===== config.mk =====
export PLATFORM = sky130hd
export DESIGN_NAME = cnrf_mul
export DESIGN_NICKNAME = d
export VERILOG_FILES = /design/src/rtl/cnrf_pkg.sv /design/src/rtl/cnrf_mul.sv
export SDC_FILE = /design/constraint.sdc
export NUM_CORES = 2
export LEC_CHECK = 0
export BUFFER_PORTS_ARGS = -buffer_cell sky130_fd_sc_hd__buf_2
export CORE_ASPECT_RATIO = 1.5
export CORE_MARGIN = 10
export CORE_UTILIZATION = 50
export DETAILED_ROUTE_END_ITERATION = 8
export PLACE_DENSITY = 0.67
export SKIP_LAST_GASP = 1
export SLEW_MARGIN = 20
export SYNTH_ARGS = -nofsm -noshare
export SYNTH_HDL_FRONTEND = slang
export SYNTH_SLANG_ARGS = --single-unit
export TNS_END_PERCENT = 10

===== constraint.sdc =====
create_clock -name aclk -period 20.9 [get_ports aclk]
set_input_delay 4.18 -clock aclk [delete_from_list [all_inputs] [get_ports aclk]]
set_output_delay 4.18 -clock aclk [all_outputs]
set_load 0.1 [all_outputs]

===== src/rtl/cnrf_pkg.sv =====
// Shared types, constants and saturating arithmetic for the complex Newton root finder.
// No dependencies; every other file of the block imports this package.
package cnrf_pkg;

    localparam int FRAC_BITS  = 40;
    localparam int MAX_DEGREE = 5;
    localparam int COEFS      = MAX_DEGREE + 1;
    localparam int ROOT_SLOTS = 16;
    localparam int SLOT_W     = 4;
    localparam int CNT_W      = 5;
    localparam int DEG_W      = 3;
    localparam int LIMIT_W    = 10;
    localparam int CFG_IDX_W  = 3;
    localparam int IN_DATA_W  = 128;
    localparam int OUT_DATA_W = 136;
    localparam int DIV_STEPS  = 128 + FRAC_BITS;
    localparam int DIV_CW     = $clog2(DIV_STEPS);

    // Register indexes of the configuration port
    localparam logic [CFG_IDX_W-1:0] REG_DEGREE = 3'd0;
    localparam logic [CFG_IDX_W-1:0] REG_COEF_0 = 3'd1;
    localparam logic [CFG_IDX_W-1:0] REG_COEF_5 = 3'd6;
    localparam logic [CFG_IDX_W-1:0] REG_LIMIT  = 3'd7;

    localparam logic [DEG_W-1:0]   DEGREE_RESET = 3'd1;
    localparam logic [LIMIT_W-1:0] LIMIT_RESET  = 10'd85;

    // Residual tolerance about 1e-7 and match radius about 1e-3, squared
    localparam logic [63:0]  TOL_RAW   = (64'd1 << FRAC_BITS) / 64'd10000000;
    localparam logic [63:0]  MATCH_RAW = (64'd1 << FRAC_BITS) / 64'd1000;
    localparam logic [127:0] TOL2      = 128'(TOL_RAW) * 128'(TOL_RAW);
    localparam logic [127:0] MATCH2    = 128'(MATCH_RAW) * 128'(MATCH_RAW);

    localparam logic signed [63:0] WORD_MAX = 64'sh7FFF_FFFF_FFFF_FFFF;
    localparam logic signed [63:0] WORD_MIN = 64'sh8000_0000_0000_0000;

    typedef logic signed [63:0] word_t;

    typedef enum logic [4:0] {
        S_IDLE, S_SLOPE, S_HSTEP, S_HMUL, S_HADD, S_FDONE, S_M2, S_FRDONE,
        S_CHECK, S_GDONE, S_DENDONE, S_NUM, S_DIV, S_XUPD, S_TSTART, S_TSCAN,
        S_TRD, S_DDONE, S_RDONE, S_RRDONE, S_APPEND, S_OUT
    } state_t;

    function automatic word_t sadd64(input word_t a, input word_t b);
        logic signed [64:0] s;
        s = {a[63], a} + {b[63], b};
        if (s[64] != s[63]) return s[64] ? WORD_MIN : WORD_MAX;
        return s[63:0];
    endfunction

    function automatic word_t ssub64(input word_t a, input word_t b);
        logic signed [64:0] s;
        s = {a[63], a} - {b[63], b};
        if (s[64] != s[63]) return s[64] ? WORD_MIN : WORD_MAX;
        return s[63:0];
    endfunction

    // Apply a sign to a magnitude and clamp to the signed word range
    function automatic word_t sat_mag(input logic [63:0] m, input logic neg, input logic over);
        if (neg) begin
            if (over || m[63]) return WORD_MIN;
            return -$signed(m);
        end
        if (over || m[63]) return WORD_MAX;
        return $signed(m);
    endfunction

    // Truncate a full magnitude product to the fixed-point format and saturate
    function automatic word_t fmul_post(input logic [127:0] p, input logic neg);
        return sat_mag(p[FRAC_BITS+63:FRAC_BITS], neg, |p[127:FRAC_BITS+64]);
    endfunction

endpackage


===== src/rtl/cnrf_mul.sv =====
// 64 x 64 unsigned multiplier built from one 32 x 32 multiplier over four partial products.
// Depends on cnrf_pkg.
module cnrf_mul (
    input  logic         aclk,
    input  logic         aresetn,
    input  logic         start,
    input  logic [63:0]  a,
    input  logic [63:0]  b,
    output logic         done,
    output logic [127:0] p
);
    import cnrf_pkg::*;

    logic [63:0]  a_reg, b_reg;
    logic [2:0]   cnt_reg;
    logic         busy_reg, pvalid_reg, done_reg;
    logic [63:0]  prod_reg;
    logic [1:0]   psh_reg;
    logic [127:0] acc_reg;
    logic [31:0]  op_a, op_b;
    logic [1:0]   sh;
    logic [127:0] addend;

    // Select the halves for the partial product of this cycle
    always_comb begin
        op_a = a_reg[31:0];
        op_b = b_reg[31:0];
        sh   = 2'd0;
        case (cnt_reg)
            3'd1: begin
                op_b = b_reg[63:32];
                sh   = 2'd1;
            end
            3'd2: begin
                op_a = a_reg[63:32];
                sh   = 2'd1;
            end
            3'd3: begin
                op_a = a_reg[63:32];
                op_b = b_reg[63:32];
                sh   = 2'd2;
            end
            default: ;
        endcase
    end

    // Align the registered partial product
    always_comb begin
        case (psh_reg)
            2'd1:    addend = 128'(prod_reg) << 32;
            2'd2:    addend = 128'(prod_reg) << 64;
            default: addend = 128'(prod_reg);
        endcase
    end

    always_ff @(posedge aclk) begin
        if (!aresetn) begin
            busy_reg   <= 1'b0;
            pvalid_reg <= 1'b0;
            done_reg   <= 1'b0;
            cnt_reg    <= 3'd0;
        end else begin
            done_reg <= 1'b0;
            if (start) begin
                a_reg      <= a;
                b_reg      <= b;
                cnt_reg    <= 3'd0;
                busy_reg   <= 1'b1;
                pvalid_reg <= 1'b0;
                acc_reg    <= '0;
            end else if (busy_reg) begin
                if (cnt_reg != 3'd4) begin
                    prod_reg <= op_a * op_b;
                    psh_reg  <= sh;
                end
                pvalid_reg <= 1'b1;
                if (pvalid_reg) acc_reg <= acc_reg + addend;
                cnt_reg <= cnt_reg + 3'd1;
                if (cnt_reg == 3'd4) begin
                    busy_reg <= 1'b0;
                    done_reg <= 1'b1;
                end
            end
        end
    end

    assign done = done_reg;
    assign p    = acc_reg;

endmodule


-- Yosys cells after proc, flatten, opt, wreduce, memory -nomap -nowiden
Index checks and enable logic that the tools add are counted.
- register bits: 328
- bits of input ports: 131
- output and inout port bits: 129
- word-level logic and storage cells: 42
- $add $sub $neg: 2
- multiply operators: 1
- equal/unequal tests: 7
- mux-type cells: 10
- bitwise gates (word level): 3
- reductions and logical operators: 10
- operators with widths (operator ; count):
    128-bit two-way mux ; 2
    128-bit case mux with 2 select lines ; 1
    128-bit adder ; 1
    32-bit by 32-bit multiplier with 64-bit output ; 1
    32-bit two-way mux ; 2
    2-bit OR reduction ; 4
    3-bit by 2-bit == test with 1-bit output, second input constant ; 2
    1-bit two-way mux ; 4
    2-bit case mux with 2 select lines ; 1
    4-bit AND reduction ; 1
    2-bit nonzero test ; 2
    3-bit by 1-bit adder with 3-bit output, second input constant ; 1
    3-bit by 1-bit == test with 1-bit output, second input constant ; 1
    3-bit == test, second input constant ; 1
    3-bit inequality test, second input constant ; 1
    1-bit NOT ; 3
    3-bit AND reduction ; 1
    3-bit OR reduction ; 1
    2-bit by 1-bit == test with 1-bit output, second input constant ; 1
    2-bit == test, second input constant ; 1
    2-bit AND reduction ; 1

-- Depth between registers and ports, before layout
- depth in word-level cells: 5
- depth in mapped cells: 37
- depth with buffers taken out: 33

-- Least setup slack after synthesis
OpenSTA, ideal clock, no wires.
- kind: input to register
- start point: in start
- end point: reg acc_reg[0] (netlist: p[0]), enable pin
- library setup time: 0.632 ns
- arrival time: 10.159 ns
- data required time: 20.268 ns
- slack: 10.109 ns
- cell stages on the path: 3
- buffers on the path: 1
- cell sequence: clkbuf_1 a21oi_1 nor2b_1
- cells in the longest elaborated chain, start to end: 2
- elaborated cells on any way between the ends: 3
- classes of those cells: reduce/logical (3)
- RTL lines (what ; line ; text):
    start, declared ; cnrf_mul.sv:6 ; input logic start,
    2-bit nonzero test (no source line) ; n/a ;
    3-bit AND reduction (no source line) (*) ; n/a ;
    end signal, assigned ; cnrf_mul.sv:77 ; if (pvalid_reg) acc_reg <= acc_reg + addend;
    end, declared ; cnrf_mul.sv:19 ; logic [127:0] acc_reg;
Every way passes the cells marked *; elsewhere a longest branch is shown, timed or not.
A chain may end at the register's enable or synchronous reset.

-- Final worst setup path
- start point: reg cnt_reg[2]
- end point: reg prod_reg[59] (data pin)
- cells in the longest elaborated chain, start to end: 4
- elaborated cells on any way between the ends: 8
- classes of those cells: mul (1); eq/ne (3); mux (2); reduce/logical (2)
- RTL lines (what ; line ; text):
    start, declared ; cnrf_mul.sv:15 ; logic [2:0] cnt_reg;
    start signal, assigned ; cnrf_mul.sv:78 ; cnt_reg <= cnt_reg + 3'd1;
    3-bit by 2-bit == test with 1-bit output / 3-bit by 1-bit == test with 1-bit output (equally long branches) ; cnrf_mul.sv:29 ; case (cnt_reg)
    2-bit OR reduction (no source line) ; n/a ;
    32-bit two-way mux ; cnrf_mul.sv:29 ;
    32-bit by 32-bit multiplier with 64-bit output (*) ; cnrf_mul.sv:73 ; prod_reg <= op_a * op_b;
    end signal, assigned ; cnrf_mul.sv:73 ;
    end, declared ; cnrf_mul.sv:17 ; logic [63:0] prod_reg;
Marks and branches as above.

==> qor.csv <==
stage;metric;value;unit
detailed_routing;vias per inst;5.91;
floorplan;Top-Level Pins;260;
setup_path;CP max-delay cell;mux2_2;
worst_hold_path;hold path start;pvalid_reg;
floorplan;Initial Util;50.3;%
clock_tree;clock buffer depth;3;
worst_hold_path;worst min path class;flip-flop to flip-flop;
logic_synthesis;number of flops mapped to enable cells by yosys;322;
detailed_routing;1st-iter DRT viols;3485;
cells_and_area;share of layout cells above drive strength 1;9.09;%
floorplan;die area;120000;um^2
setup_path;most used cell along the critical path;fa_1;
setup_path;Startpoint Class;flip-flop;
logic_synthesis;Compound-Gate Fraction of Synth Area;9.71;%
sta;unrepaired setup endpoints after global routing;no;
cells_and_area;commonest non-fill, non-tap cell in the layout;inv_1;
detailed_routing;DRC violations left;0;
logic_synthesis;Synth Area in XOR/XNOR;2.96;%
logic_synthesis;Synth Area in Simple Gates;14.3;%
floorplan;Die Y;419;um
worst_hold_path;worst hold endpoint;pvalid_reg;
setup_path;Worst Reg-to-Reg Cells;30;
detailed_routing;Antenna Nets Post-Route;0;
worst_hold_path;worst hold path depth;2;
setup_path;Crit. End Element;flip-flop;
detailed_routing;vias;43200;
floorplan;FP Rows;146;
logic_synthesis;Yosys top cell area share;33.9;%
sta;relative slew slack;21.4;%
sta;final hold vios;0;
logic_synthesis;Main synth FF type;edfxtp_1;
logic_synthesis;Synth area leader;fa_1;
detailed_routing;Pre-Repair DR Iteration Count;6;
status;status;completed;
logic_synthesis;sequential element share of the synthesized area;18.5;%
placed_design;# port buffers;259;
cells_and_area;Layout area overhead;7.72;%
cells_and_area;fin area;57100;um^2
detailed_routing;Post-Route WL;200000;um
cells_and_area;Final #Nets;7302;
setup_path;reg2reg setup slack;9.58;ns
floorplan;chip width;286;um
global_routing;gr ovfl total;0;
logic_synthesis;Synth Warn #;0;
logic_synthesis;Async SR Flop Fraction;0;%
setup_path;CP arrival;11.64;ns
cells_and_area;commonest non-fill, non-tap cells in the layout;inv_1 (935), fa_1 (897), nor2_1 (824);
sta;final setup slack of the worst path;9.58;ns
clock_tree;H-tree Lvls;2;
setup_path;slowest stage delay, CP;0.81;ns
floorplan;Core Region;105000;um^2
logic_synthesis;post-synthesis mux area share;2.63;%
placed_design;DP HPWL;159000;um
global_routing;vias in the first global route;46000;
sta;final clock skew;0.0326;ns
logic_synthesis;Cell Area, Synth;53000;um^2
clock_tree;hold_buf cts;0;
clock_tree;CTS tree;done;
sta;maximum clock frequency;0.0884;GHz
sta;hold_ws;0.510;ns
setup_path;cell family with most CP delay;adder cells;
sta;Final setup viols;0;
clock_tree;number of buffers added for setup after CTS;0;
cells_and_area;max reg flops;128;
sta;post-layout min period;11.32;ns
placed_design;Placed Area;55900;um^2
placed_design;GP Congestion;1.05;
sta;Slew @ Worst Pin;1.15;ns
global_routing;global-route wire length before repair;291000;um
setup_path;Req. time, crit path;21.22;ns
clock_tree;# clock sinks;328;
setup_path;type of the worst setup path;flip-flop to flip-flop;
job;Max-cap violations;0;
logic_synthesis;net count after synthesis;7206;
sta;Setup TNS;0;ns
clock_tree;Reg clk slew, reported paths;0.06;ns
logic_synthesis;largest cells by area after synthesis;fa_1 (34%), edfxtp_1 (18%), ha_1 (9.4%);
setup_path;CP Buf/Inv Count;6;
clock_tree;post-CTS sizing;0;
placed_design;pre-CTS WS;9.70;ns
logic_synthesis;Synth Area in Adders;43.3;%
clock_tree;Clock Latency Late Sink;0.61;ns
setup_path;worst r2r src;cnt_reg[2];
logic_synthesis;post-synthesis area per instance;9.17;um^2
setup_path;reg2reg end;prod_reg[59];
global_routing;Total Routing Usage GR;33.2;%
sta;max-slew violations;0;
detailed_routing;WL/cell;27.3;um
global_routing;pin count of the biggest net entering global routing;71;
logic_synthesis;Yosys cell types;84;
clock_tree;CTS buffer count;37;
sta;fin crit share;54.2;%
global_routing;initial antenna violation count;4;
logic_synthesis;Cells after Synth;5780;
logic_synthesis;#FFs+latches synth;328;
clock_tree;CTS root buf;clkbuf_16;
setup_path;critical path peak fanout;44;
logic_synthesis;largest family of logic cells by synthesized area;adder cells;
## cells in the mapped netlist, types with 4 or more instances
library cell  instances
buf_2                27
fa_1                897
a31oi_1              23
a211oi_1             16
a21oi_1             302
and2_1               74
inv_1               935
a31o_2                4
nor3_1               50
xnor2_1             114
ha_1                398
mux2_2               65
nand4_1              75
or3_1                 8
clkbuf_1            229
or2_2                 8
a41oi_1               8
o31a_1                4
a22o_1               62
buf_1                15
a21boi_0              4
nor2b_1              22
edfxtp_1            322
xor2_1               65
nor4_1                7
a221oi_1              4
nand3_1              30
clkbuf_2              4
dfxtp_1               6
o21a_1               19
o21bai_1             51
o21ai_1              20
and3_1               11
o211ai_1             13
mux2i_1              63
nand2_1             673
o22ai_1               4
o21ai_0             158
nor2_1              825
nand2b_1             18
a21o_1               62
o31ai_1              12
## metal layers
layer	wire [um]	global-route usage (%)	up-vias
met5	28	0	-
met3	16300	6.54	809
met4	22100	29.1	4
li1	-	-	18600
met2	95500	56.5	2270
met1	66000	34.8	21500
## worst max-delay path by stage
stage	end	startpoint	depth (start not counted)	slack [ns]
2_1_floorplan	p[0]	start	3	10.11
6_report	prod_reg[59]	cnt_reg[2]	30	9.58
4_1_cts	prod_reg[59]	cnt_reg[2]	30	9.67
3_5_place_dp	prod_reg[59]	cnt_reg[2]	30	9.70
3_3_place_gp	prod_reg[59]	cnt_reg[0]	30	9.87
5_1_grt	prod_reg[59]	cnt_reg[2]	30	9.13
## tightest hold or removal path: stages (launching register included)
cell,delay (ns)
dfxtp_1,0.32
nor2_1,0.10
nor2_1,0.05
## per-stage QoR
step           std cells  utilization [%]
3_5_place_dp        7243             53.0
6_report            7316             54.2
2_1_floorplan       5780                -
3_3_place_gp        7243             53.0
5_1_grt             7311             54.2
4_1_cts             7311             54.2
## kinds of logic after synthesis
kind of cell,count (synthesis)
buf+inv,1211
simple gates,1821
mux,131
fa+ha+maj,1295
compound gates,815
flops,328
xor+xnor,179
## area by class of cell
type                            count  area (um^2)
Antenna cell                        5         12.5
Clock buffer                       44          973
Clock inverter                     24          259
Fill cell                        9740        48300
Inverter                          935         3510
Multi-Input combinational cell   4241        39000
Sequential cell                   328         9790
Tap cell                         1406         1760
Timing Repair Buffer              333         1850
Power is not shown: default switching activity piles up to over one toggle a cycle in this logic, so the estimate is an artifact.
